**src/sbrm_pkg.sv**
```systemverilog
// ----------------------------------------------------------------------------
// sbrm_pkg
// Shared constants and register index codes for the ramped stereo biquad.
// ----------------------------------------------------------------------------
package sbrm_pkg;

  localparam int SAMPLE_BITS_DEF  = 24;
  localparam int COEF_BITS_DEF    = 32;
  localparam int MAX_CHANNELS_DEF = 2;

  localparam int NCOEF     = 5;
  localparam int MIX_BITS  = 17;
  localparam int RAMP_BITS = 16;
  localparam int CFG_ADDR_BITS = 3;

  localparam logic [MIX_BITS-1:0] MIX_ONE = 17'd65536;

  // Configuration register indexes
  typedef enum logic [CFG_ADDR_BITS-1:0] {
    CFG_B0   = 3'd0,
    CFG_B1   = 3'd1,
    CFG_B2   = 3'd2,
    CFG_A1   = 3'd3,
    CFG_A2   = 3'd4,
    CFG_MIX  = 3'd5,
    CFG_RAMP = 3'd6,
    CFG_HARD = 3'd7
  } cfg_idx_t;

endpackage

```
**src/sbrm_ser_mul.sv**
```systemverilog
// ----------------------------------------------------------------------------
// sbrm_ser_mul
// Bit-serial signed multiplier: one multiplier bit per cycle, shift and add.
// ----------------------------------------------------------------------------
module sbrm_ser_mul #(
  parameter int AW = 33,
  parameter int BW = 24
) (
  input  logic                 clk,
  input  logic                 rst_n,
  input  logic                 start,
  input  logic signed [AW-1:0] a,
  input  logic signed [BW-1:0] b,
  output logic                 done,
  output logic signed [AW+BW-1:0] p
);

  localparam int PW   = AW + BW;
  localparam int CNTW = $clog2(BW);

  logic signed [PW-1:0] acc_r;
  logic signed [PW-1:0] a_r;
  logic [BW-1:0]        b_r;
  logic [CNTW-1:0]      cnt_r;
  logic                 run_r;
  logic                 done_r;
  logic                 last;

  assign last = (cnt_r == CNTW'(BW - 1));

  // Multiplier MSB carries negative weight
  always_ff @(posedge clk) begin
    if (!rst_n) begin
      run_r  <= 1'b0;
      done_r <= 1'b0;
    end else begin
      done_r <= run_r && !start && last;
      if (start) begin
        acc_r <= '0;
        a_r   <= PW'(a);
        b_r   <= b;
        cnt_r <= '0;
        run_r <= 1'b1;
      end else if (run_r) begin
        if (b_r[0]) begin
          acc_r <= last ? (acc_r - a_r) : (acc_r + a_r);
        end
        a_r   <= a_r <<< 1;
        b_r   <= b_r >> 1;
        cnt_r <= cnt_r + 1'b1;
        if (last) begin
          run_r <= 1'b0;
        end
      end
    end
  end

  assign done = done_r;
  assign p    = acc_r;

endmodule

```
**src/sbrm_ser_div.sv**
```systemverilog
// ----------------------------------------------------------------------------
// sbrm_ser_div
// Restoring unsigned divider, one quotient bit per cycle.
// ----------------------------------------------------------------------------
module sbrm_ser_div #(
  parameter int NW = 57,
  parameter int DW = 16
) (
  input  logic          clk,
  input  logic          rst_n,
  input  logic          start,
  input  logic [NW-1:0] num,
  input  logic [DW-1:0] den,
  output logic          done,
  output logic [NW-1:0] quo
);

  localparam int CNTW = $clog2(NW);

  logic [DW-1:0]   rem_r;
  logic [DW-1:0]   den_r;
  logic [NW-1:0]   q_r;
  logic [CNTW-1:0] cnt_r;
  logic            run_r;
  logic            done_r;
  logic [DW:0]     trial;
  logic            fits;

  // Bring down the next dividend bit and try a subtract
  assign trial = {rem_r, q_r[NW-1]};
  assign fits  = (trial >= {1'b0, den_r});

  always_ff @(posedge clk) begin
    if (!rst_n) begin
      run_r  <= 1'b0;
      done_r <= 1'b0;
    end else begin
      done_r <= run_r && !start && (cnt_r == CNTW'(NW - 1));
      if (start) begin
        rem_r <= '0;
        den_r <= den;
        q_r   <= num;
        cnt_r <= '0;
        run_r <= 1'b1;
      end else if (run_r) begin
        rem_r <= fits ? DW'(trial - {1'b0, den_r}) : DW'(trial);
        q_r   <= {q_r[NW-2:0], fits};
        cnt_r <= cnt_r + 1'b1;
        if (cnt_r == CNTW'(NW - 1)) begin
          run_r <= 1'b0;
        end
      end
    end
  end

  assign done = done_r;
  assign quo  = q_r;

endmodule

```
**src/stereo_biquad_ramped_mix.sv**
```systemverilog
// ----------------------------------------------------------------------------
// stereo_biquad_ramped_mix
// Stereo direct-form-1 biquad with ramped coefficients and dry/wet mix.
// ----------------------------------------------------------------------------
// One frame is processed at a time. Each frame first interpolates the five
// coefficients and the mix (a serial multiply then a serial divide each, or a
// direct pick of start or target per coefficient in hard-switch mode), then
// runs five multiply-accumulates and two mix products per active channel. All
// products go through one bit-serial multiplier and all quotients through one
// bit-serial divider. A new frame is taken while the previous result still
// waits at the output.
module stereo_biquad_ramped_mix #(
  parameter int SAMPLE_BITS  = sbrm_pkg::SAMPLE_BITS_DEF,
  parameter int COEF_BITS    = sbrm_pkg::COEF_BITS_DEF,
  parameter int MAX_CHANNELS = sbrm_pkg::MAX_CHANNELS_DEF
) (
  input  logic                          clk,
  input  logic                          rst_n,
  input  logic                          in_valid,
  output logic                          in_ready,
  input  logic signed [SAMPLE_BITS-1:0] in_left_in,
  input  logic signed [SAMPLE_BITS-1:0] in_right_in,
  input  logic                          in_both_channels,
  output logic                          out_valid,
  input  logic                          out_ready,
  output logic signed [SAMPLE_BITS-1:0] out_left_out,
  output logic signed [SAMPLE_BITS-1:0] out_right_out,
  input  logic                          cfg_we,
  input  logic [sbrm_pkg::CFG_ADDR_BITS-1:0] cfg_addr,
  input  logic [COEF_BITS-1:0]          cfg_wdata
);

  localparam int CF    = COEF_BITS - 5;
  localparam int AW    = (COEF_BITS + 1 > SAMPLE_BITS) ? COEF_BITS + 1 : SAMPLE_BITS;
  localparam int BW    = (SAMPLE_BITS > 18) ? SAMPLE_BITS : 18;
  localparam int PW    = AW + BW;
  localparam int ACCW  = PW + 3;
  localparam int MIXW  = sbrm_pkg::MIX_BITS;
  localparam int RW    = sbrm_pkg::RAMP_BITS;
  localparam int NC    = sbrm_pkg::NCOEF;
  localparam int CHW   = (MAX_CHANNELS > 1) ? $clog2(MAX_CHANNELS) : 1;

  // Interpolation slots: five coefficients then the mix
  localparam logic [2:0] LERP_MIX  = 3'd5;
  localparam logic [2:0] LERP_DONE = 3'd6;

  // Filter terms
  localparam logic [2:0] TERM_X0 = 3'd0;
  localparam logic [2:0] TERM_X1 = 3'd1;
  localparam logic [2:0] TERM_X2 = 3'd2;
  localparam logic [2:0] TERM_Y1 = 3'd3;
  localparam logic [2:0] TERM_Y2 = 3'd4;

  localparam logic signed [ACCW-1:0] WET_RND = ACCW'(1) <<< (CF - 1);
  localparam logic signed [ACCW-1:0] MIX_RND = ACCW'(32768);
  localparam logic signed [ACCW-1:0] SAT_HI  =
    {{(ACCW-SAMPLE_BITS+1){1'b0}}, {(SAMPLE_BITS-1){1'b1}}};
  localparam logic signed [ACCW-1:0] SAT_LO  = ~SAT_HI;
  localparam logic [COEF_BITS-1:0]  B0_RESET = COEF_BITS'(1) << CF;

  typedef enum logic [3:0] {
    S_IDLE, S_LERP, S_LMUL, S_LDIV, S_FILT, S_FMUL,
    S_WET, S_MIX, S_MMUL, S_CHAN, S_RAMP, S_DONE
  } state_t;

  function automatic logic signed [SAMPLE_BITS-1:0] sat_s(
    input logic signed [ACCW-1:0] v
  );
    logic signed [ACCW-1:0] c;
    c = (v > SAT_HI) ? SAT_HI : ((v < SAT_LO) ? SAT_LO : v);
    return c[SAMPLE_BITS-1:0];
  endfunction

  // Configuration registers
  logic signed [COEF_BITS-1:0] tgt_coef_r [NC];
  logic [MIXW-1:0]             tgt_mix_r;
  logic [RW-1:0]               ramp_r;
  logic                        hard_r;

  // Ramp state
  logic signed [COEF_BITS-1:0] start_coef_r [NC];
  logic [MIXW-1:0]             start_mix_r;
  logic [RW-1:0]               frame_r;

  // Filter history
  logic signed [SAMPLE_BITS-1:0] xh1_r [MAX_CHANNELS];
  logic signed [SAMPLE_BITS-1:0] xh2_r [MAX_CHANNELS];
  logic signed [SAMPLE_BITS-1:0] yh1_r [MAX_CHANNELS];
  logic signed [SAMPLE_BITS-1:0] yh2_r [MAX_CHANNELS];

  // Per-frame working registers
  state_t                        state_r;
  logic [2:0]                    k_r;
  logic [2:0]                    j_r;
  logic [CHW-1:0]                ch_r;
  logic                          both_r;
  logic                          neg_r;
  logic signed [SAMPLE_BITS-1:0] x_r [2];
  logic signed [SAMPLE_BITS-1:0] y_r [2];
  logic signed [COEF_BITS-1:0]   coef_w_r [NC];
  logic [MIXW-1:0]               mix_w_r;
  logic signed [ACCW-1:0]        acc_r;
  logic signed [SAMPLE_BITS-1:0] wet_r;
  logic                          out_valid_r;
  logic signed [SAMPLE_BITS-1:0] out_l_r;
  logic signed [SAMPLE_BITS-1:0] out_r_r;
  logic                          out_load;

  // Finished frame moves into the output register once it is free
  assign out_load = (state_r == S_DONE) && (!out_valid_r || out_ready);

  // Ramp position
  logic [RW-1:0]   r_eff;
  logic [RW-1:0]   f_eff;
  logic [RW:0]     f1;
  logic            half_lo;
  logic            ramp_end;
  logic [MIXW-1:0] tgt_mix_c;

  assign r_eff     = (ramp_r == '0) ? RW'(1) : ramp_r;
  assign f_eff     = (frame_r >= r_eff) ? (r_eff - 1'b1) : frame_r;
  assign f1        = {1'b0, f_eff} + 1'b1;
  assign half_lo   = ({f1, 1'b0} < {2'b00, r_eff});
  assign ramp_end  = (({1'b0, frame_r} + 1'b1) >= {1'b0, r_eff});
  assign tgt_mix_c = (tgt_mix_r > sbrm_pkg::MIX_ONE) ? sbrm_pkg::MIX_ONE : tgt_mix_r;

  // Interpolation operands for slot k
  logic signed [COEF_BITS-1:0] s_sel;
  logic signed [COEF_BITS-1:0] t_sel;
  logic signed [AW-1:0]        d_sel;

  always_comb begin
    if (k_r == LERP_MIX) begin
      s_sel = COEF_BITS'(start_mix_r);
      t_sel = COEF_BITS'(tgt_mix_c);
    end else begin
      s_sel = start_coef_r[k_r];
      t_sel = tgt_coef_r[k_r];
    end
  end

  assign d_sel = AW'(t_sel) - AW'(s_sel);

  // Sample feeding the current filter term
  logic signed [SAMPLE_BITS-1:0] samp_sel;

  always_comb begin
    case (j_r)
      TERM_X0: samp_sel = x_r[ch_r];
      TERM_X1: samp_sel = xh1_r[ch_r];
      TERM_X2: samp_sel = xh2_r[ch_r];
      TERM_Y1: samp_sel = yh1_r[ch_r];
      TERM_Y2: samp_sel = yh2_r[ch_r];
      default: samp_sel = '0;
    endcase
  end

  // Shared multiplier and divider
  logic                 mul_start;
  logic signed [AW-1:0] mul_a;
  logic signed [BW-1:0] mul_b;
  logic                 mul_done;
  logic signed [PW-1:0] mul_p;
  logic                 div_start;
  logic [PW-1:0]        div_num;
  logic                 div_done;
  logic [PW-1:0]        div_quo;
  logic [MIXW-1:0]      mix_comp;

  assign mix_comp = sbrm_pkg::MIX_ONE - mix_w_r;

  always_comb begin
    mul_start = 1'b0;
    mul_a     = d_sel;
    mul_b     = BW'($signed({1'b0, f1}));
    case (state_r)
      S_LERP: begin
        mul_start = (k_r != LERP_DONE) && !(hard_r && (k_r != LERP_MIX));
      end
      S_FILT: begin
        mul_start = 1'b1;
        mul_a     = AW'(coef_w_r[j_r]);
        mul_b     = BW'(samp_sel);
      end
      S_MIX: begin
        mul_start = 1'b1;
        if (j_r == TERM_X0) begin
          mul_a = AW'(x_r[ch_r]);
          mul_b = BW'($signed({1'b0, mix_comp}));
        end else begin
          mul_a = AW'(wet_r);
          mul_b = BW'($signed({1'b0, mix_w_r}));
        end
      end
      default: ;
    endcase
  end

  assign div_start = (state_r == S_LMUL) && mul_done;
  assign div_num   = mul_p[PW-1] ? PW'(-mul_p) : PW'(mul_p);

  sbrm_ser_mul #(.AW(AW), .BW(BW)) u_mul (
    .clk   (clk),
    .rst_n (rst_n),
    .start (mul_start),
    .a     (mul_a),
    .b     (mul_b),
    .done  (mul_done),
    .p     (mul_p)
  );

  sbrm_ser_div #(.NW(PW), .DW(RW)) u_div (
    .clk   (clk),
    .rst_n (rst_n),
    .start (div_start),
    .num   (div_num),
    .den   (r_eff),
    .done  (div_done),
    .quo   (div_quo)
  );

  // Interpolated value once the quotient is in
  logic signed [PW-1:0] lerp_q;
  logic signed [PW-1:0] lerp_res;

  assign lerp_q   = neg_r ? -$signed(div_quo) : $signed(div_quo);
  assign lerp_res = PW'(s_sel) + lerp_q;

  // Wet sample and mixed output from the accumulator
  logic signed [ACCW-1:0] wet_sum;
  logic signed [ACCW-1:0] mix_sum;

  assign wet_sum = (acc_r + WET_RND) >>> CF;
  assign mix_sum = (acc_r + MIX_RND) >>> 16;

  // Frame sequencer, configuration and state
  always_ff @(posedge clk) begin
    if (!rst_n) begin
      state_r     <= S_IDLE;
      out_valid_r <= 1'b0;
      for (int i = 0; i < NC; i++) begin
        tgt_coef_r[i]   <= (i == 0) ? B0_RESET : '0;
        start_coef_r[i] <= (i == 0) ? B0_RESET : '0;
      end
      tgt_mix_r   <= '0;
      ramp_r      <= RW'(1);
      hard_r      <= 1'b0;
      start_mix_r <= '0;
      frame_r     <= '0;
      for (int c = 0; c < MAX_CHANNELS; c++) begin
        xh1_r[c] <= '0;
        xh2_r[c] <= '0;
        yh1_r[c] <= '0;
        yh2_r[c] <= '0;
      end
    end else begin
      // Register writes
      if (cfg_we) begin
        case (sbrm_pkg::cfg_idx_t'(cfg_addr))
          sbrm_pkg::CFG_B0:   tgt_coef_r[0] <= cfg_wdata;
          sbrm_pkg::CFG_B1:   tgt_coef_r[1] <= cfg_wdata;
          sbrm_pkg::CFG_B2:   tgt_coef_r[2] <= cfg_wdata;
          sbrm_pkg::CFG_A1:   tgt_coef_r[3] <= cfg_wdata;
          sbrm_pkg::CFG_A2:   tgt_coef_r[4] <= cfg_wdata;
          sbrm_pkg::CFG_MIX:  tgt_mix_r     <= cfg_wdata[MIXW-1:0];
          sbrm_pkg::CFG_RAMP: ramp_r        <= cfg_wdata[RW-1:0];
          sbrm_pkg::CFG_HARD: hard_r        <= cfg_wdata[0];
          default: ;
        endcase
      end

      // Output valid: set on load, cleared by the handshake
      if (out_load) begin
        out_valid_r <= 1'b1;
      end else if (out_valid_r && out_ready) begin
        out_valid_r <= 1'b0;
      end

      case (state_r)
        S_IDLE: begin
          if (in_valid) begin
            x_r[0]  <= in_left_in;
            x_r[1]  <= in_right_in;
            y_r[0]  <= in_left_in;
            y_r[1]  <= in_right_in;
            both_r  <= in_both_channels && (MAX_CHANNELS > 1);
            k_r     <= '0;
            state_r <= S_LERP;
          end
        end

        // Interpolate one slot, or select a coefficient in hard-switch mode
        S_LERP: begin
          if (k_r == LERP_DONE) begin
            ch_r    <= '0;
            j_r     <= TERM_X0;
            acc_r   <= '0;
            state_r <= S_FILT;
          end else if (hard_r && (k_r != LERP_MIX)) begin
            coef_w_r[k_r] <= half_lo ? s_sel : t_sel;
            k_r           <= k_r + 1'b1;
          end else begin
            state_r <= S_LMUL;
          end
        end

        S_LMUL: begin
          if (mul_done) begin
            neg_r   <= mul_p[PW-1];
            state_r <= S_LDIV;
          end
        end

        S_LDIV: begin
          if (div_done) begin
            if (k_r == LERP_MIX) begin
              mix_w_r <= lerp_res[MIXW-1:0];
            end else begin
              coef_w_r[k_r] <= lerp_res[COEF_BITS-1:0];
            end
            k_r     <= k_r + 1'b1;
            state_r <= S_LERP;
          end
        end

        S_FILT: state_r <= S_FMUL;

        // Feedback terms are subtracted
        S_FMUL: begin
          if (mul_done) begin
            acc_r <= (j_r >= TERM_Y1) ? (acc_r - ACCW'(mul_p)) : (acc_r + ACCW'(mul_p));
            if (j_r == TERM_Y2) begin
              state_r <= S_WET;
            end else begin
              j_r     <= j_r + 1'b1;
              state_r <= S_FILT;
            end
          end
        end

        S_WET: begin
          wet_r   <= sat_s(wet_sum);
          acc_r   <= '0;
          j_r     <= TERM_X0;
          state_r <= S_MIX;
        end

        S_MIX: state_r <= S_MMUL;

        S_MMUL: begin
          if (mul_done) begin
            acc_r <= acc_r + ACCW'(mul_p);
            if (j_r == TERM_X0) begin
              j_r     <= TERM_X1;
              state_r <= S_MIX;
            end else begin
              state_r <= S_CHAN;
            end
          end
        end

        // Close out one channel and shift its history
        S_CHAN: begin
          y_r[ch_r]   <= sat_s(mix_sum);
          xh2_r[ch_r] <= xh1_r[ch_r];
          xh1_r[ch_r] <= x_r[ch_r];
          yh2_r[ch_r] <= yh1_r[ch_r];
          yh1_r[ch_r] <= wet_r;
          if (both_r && (ch_r == '0)) begin
            ch_r    <= CHW'(1);
            j_r     <= TERM_X0;
            acc_r   <= '0;
            state_r <= S_FILT;
          end else begin
            state_r <= S_RAMP;
          end
        end

        // Advance the ramp; at its end the targets become the new start set
        S_RAMP: begin
          if (ramp_end) begin
            for (int i = 0; i < NC; i++) begin
              start_coef_r[i] <= tgt_coef_r[i];
            end
            start_mix_r <= tgt_mix_c;
            frame_r     <= '0;
          end else begin
            frame_r <= frame_r + 1'b1;
          end
          state_r <= S_DONE;
        end

        S_DONE: begin
          if (out_load) begin
            out_l_r <= y_r[0];
            out_r_r <= y_r[1];
            state_r <= S_IDLE;
          end
        end

        default: state_r <= S_IDLE;
      endcase
    end
  end

  assign in_ready      = (state_r == S_IDLE);
  assign out_valid     = out_valid_r;
  assign out_left_out  = out_l_r;
  assign out_right_out = out_r_r;

endmodule

```
**config.mk**
```make
export PLATFORM = sky130hd
export DESIGN_NAME = stereo_biquad_ramped_mix
export DESIGN_NICKNAME = d
export VERILOG_FILES = /design/src/sbrm_pkg.sv /design/src/sbrm_ser_mul.sv /design/src/sbrm_ser_div.sv /design/src/stereo_biquad_ramped_mix.sv
export SDC_FILE = /design/constraint.sdc
export NUM_CORES = 2
export LEC_CHECK = 0
export BUFFER_PORTS_ARGS = -buffer_cell sky130_fd_sc_hd__buf_2
export CAP_MARGIN = 5
export CORE_ASPECT_RATIO = 0.6
export CORE_MARGIN = 2
export CORE_UTILIZATION = 45
export DETAILED_ROUTE_END_ITERATION = 16
export GPL_TIMING_DRIVEN = 0
export PLACE_DENSITY = 0.68
export SYNTH_ARGS = -nofsm -noshare
export SYNTH_HDL_FRONTEND = slang
export SYNTH_SLANG_ARGS = --single-unit
```
**constraint.sdc**
```tcl
create_clock -name clk -period 11.4 [get_ports clk]
set_input_delay 0 -clock clk [delete_from_list [all_inputs] [get_ports clk]]
set_output_delay 0 -clock clk [all_outputs]
set_load 0.02 [all_outputs]
```
==> metrics.md <==
| Metric | Value |
|---|---|
| Outcome | `finished clean` |
| Crit path max-delay cell type | `o21ai_0` |
| Clock Sinks | `1247` |
| TNS Setup | `0 ns` |
| Critical path origin | `ramp_r[2]` |
| Fin nets | `7696` |
| GRT Util Overall | `32.19%` |
| Htree depth | `3` |
| Fillers | `14260` |
| Pin count of the biggest net entering global routing | `69` |
| Area of the core | `0.1605 sq mm` |
| F_max | `98.52 MHz` |
| PwrDens | `280.9 mW/mm^2` |
| Number of hold violations in the final report | `0` |
| Reg2Reg Launch Point | `ramp_r[2]` |
| Clk Tree Root Cell | `clkbuf_16` |
| Most used cell, CP | `a21o_1` |
| Area grow syn2layout | `13.66%` |
| Drt initial violations | `10570` |
| Ys Warns | `0` |
| Measured slew at the worst slew-check pin | `1.410 ns` |
| Count of different cell masters after synthesis | `99` |
| Max VDD drop | `0.1831 mV` |
| # resized after CTS | `0` |
| IO Port Bufs | `138` |
| Cells after Synth | `6811` |
| Total CTS buffers | `117` |
| Nature of the critical path endpoint | `flop` |
| Row Count | `114` |
| First-pass GRT wire length | `386200 um` |
| Req. time, crit path | `11.91 ns` |
| Final worst path period share | `89.04%` |
| MaxCap Viol Count | `0` |
| Top post-synthesis cells by area | `edfxtp_1, ha_1, mux2i_1` |
| HPWL after detailed placement | `207700 um` |
| Worst relative slew slack | `6.016%` |
| Cell taking the most area after synthesis | `edfxtp_1` |
| Register area share after synthesis | `50.50%` |
| Grt ovf | `0` |
| ANT nets after route | `0` |
| Max clock buf depth | `3` |
| Final routed DRC violation total | `0` |
| CTS tree | `yes` |
| Starting Density | `45.18%` |
| Syn Area/Cell | `10.64 sq um` |
| Area of the multi-input gates | `0.03347 sq mm` |
| DRT Pass-1 Iters | `9` |
| Full die area | `0.1644 sq mm` |
| Leakage power | `0.03101 uW` |
| Min Clock Period, post-route | `10.15 ns` |
| Mean routed wirelength per cell | `28.53 um` |
| Worst Path Arrival | `10.66 ns` |
| Initial antenna violation count | `12` |
| Buf/Inv on CP | `6` |
| Crit-path max FO | `10` |
| Post-synth top flop | `edfxtp_1` |
| Routed vias/inst | `6.400` |
| Min-Delay Startpoint | `in_right_in[13]` |
| Skew final | `0.09530 ns` |
| CTS clk-pin slew, worst paths | `0.07 ns` |
| Final design utilization | `51.36%` |
| DIE WIDTH | `522.2 um` |
| Slew Viols, Final | `0` |
| CP peak stage delay | `0.64 ns` |
| PnR worst setup slack | `1.250 ns` |
| Routability cong. | `1.009` |
| Routed wire length | `272100 um` |
| Critical Setup Path Class | `reg2reg` |
| Crit start category | `flop` |
| Worst skew pair latency | `0.83 ns` |
| Synth top area share | `48.21%` |
| Reg area | `0.03662 sq mm` |
| R2r setup slk | `1.25 ns` |
| DR vias | `61040` |
| Fraction of layout instances using a drive strength above 1 | `8.465%` |
| Asr flop ratio synth | `0%` |
| Setup violators final | `0` |
| Most frequent cell after synthesis | `edfxtp_1` |
| Post-Syn Area | `0.07250 sq mm` |
| Vias in the first global route | `55560` |
| Synthesized net count | `7226` |
| IO Pins | `139` |
| Worst min path class | `in2reg` |
| Unrepaired setup endpoints after global routing | `false` |
| Synthesized flop and latch total | `1247` |
| Place WS | `1.541 ns` |
| Top cells by count, synth | `edfxtp_1, nor2_1, nand2_1, a21oi_1, o21ai_0` |
| Die height | `314.9 um` |
| Post-synth EDFFs | `1164` |
| Family with the most delay on the worst path | `compound AO/OA/AOI/OAI gates` |
==> registers in the layout, indices dropped and copies added, names as in the netlist, 48 cells and up, named ones only <==
register / flops
acc_r: 60
coef_w_r: 160
start_coef_r: 160
tgt_coef_r: 160
u_div.quo: 57
u_mul.a_r: 57
u_mul.p: 57
x_r: 48
xh1_r: 48
xh2_r: 48
y_r: 48
yh1_r: 48
yh2_r: 48
==> final cells by class <==
type | count | share of cell area (%)
flip-flops and latches | 1247 | 44.43
multi-input cells | 4895 | 40.61
clock buffers | 129 | 3.670
repair buffers | 351 | 3.668
well taps | 2146 | 3.258
plain buffers | 395 | 1.864
inverters | 274 | 1.251
clock inverters | 92 | 1.215
diodes | 9 | 0.02733
==> worst min-delay path, delay by kind of cell <==
kind,cells,cell delay [ns]
AND/OR/NAND/NOR,1,0.04
buffers and inverters,2,0.63
AO/OA/AOI/OAI,1,0.06
==> kinds of logic (layout without fill, tap and decap cells) <==
group / Yosys count / after routing / synth area share (%)
other: 0 / 9 / 0
AO/OA/AOI/OAI: 1750 / 1750 / 15.30
adder cells (fa/ha/maj): 326 / 326 / 5.688
multiplexers: 371 / 371 / 6.827
AND/OR/NAND/NOR: 2102 / 2102 / 13.97
buffers and inverters: 669 / 1241 / 3.538
flip-flops: 1247 / 1247 / 50.50
XOR/XNOR: 346 / 346 / 4.180
==> power breakdown <==
| part | internal [uW] | switching [uW] |
|---|---|---|
| Sequential | 6140 | 706 |
| Combinational | 4130 | 7950 |
| Clock | 2230 | 1990 |
| Total | 12500 | 10600 |
==> routing by layer <==
metal | routed length [um] | up-vias | GRT usage (%)
met5 | 37 | - | 0
met4 | 5174 | 6 | 5.983
met3 | 45900 | 356 | 12.90
met2 | 101900 | 4320 | 40.87
met1 | 119000 | 29930 | 50.47
li1 | - | 26430 | -
==> layout by cell type, fill, tap and decap left out, types with 53 or more instances in the layout <==
| cell | netlist | routed |
|---|---|---|
| edfxtp_1 | 1164 | 1164 |
| nor2_1 | 641 | 637 |
| nand2_1 | 524 | 521 |
| a21oi_1 | 498 | 497 |
| o21ai_0 | 409 | 405 |
| clkbuf_1 | 338 | 346 |
| ha_1 | 320 | 320 |
| inv_1 | 272 | 271 |
| mux2i_1 | 253 | 253 |
| xnor2_1 | 237 | 237 |
| and3_1 | 208 | 208 |
| dlygate4sd3_1 | 0 | 160 |
| buf_2 | 13 | 152 |
| nand3_1 | 148 | 148 |
| a21o_1 | 119 | 119 |
| clkbuf_16 | 0 | 118 |
| and2_1 | 109 | 109 |
| xor2_1 | 109 | 109 |
| mux4_2 | 96 | 96 |
| nor3_1 | 97 | 93 |
| dfxtp_1 | 83 | 83 |
| o22ai_1 | 79 | 79 |
| nand4_1 | 72 | 72 |
| o31ai_1 | 71 | 71 |
| o21a_1 | 71 | 71 |
| o21bai_1 | 60 | 60 |
| nand2b_1 | 59 | 58 |
| a211oi_1 | 53 | 53 |
| a31oi_1 | 53 | 53 |
==> timing repair <==
| item | 4_1_cts | 5_1_grt |
|---|---|---|
| endpoints found under the hold margin | 366 | 0 |
| hold buffers | 160 | 0 |
| buffers inserted | 0 | 0 |
==> through the flow <==
step	cell area [sq um]	hold WS, ns	instances	total power, uW
after global placement	75880	0.1961	9095	18200
after CTS	82310	0.001142	9523	22570
final	82410	0.02356	9538	23140
after global routing	82390	0.04635	9529	24100
after floorplan	72500	0.09887	6811	14430
after detailed placement	76680	0.1944	9142	18340
==> path summary, 6_finish.rpt <==
| kind | to | depth (start not counted) |
|---|---|---|
| min | y_r[1][13] | 4 |
| min reg2reg | out_right_out[23] | 0 |
| max reg2reg | coef_w_r[4][24] | 34 |
| max | coef_w_r[4][24] | 34 |
Power figures use the tool's default switching activity.
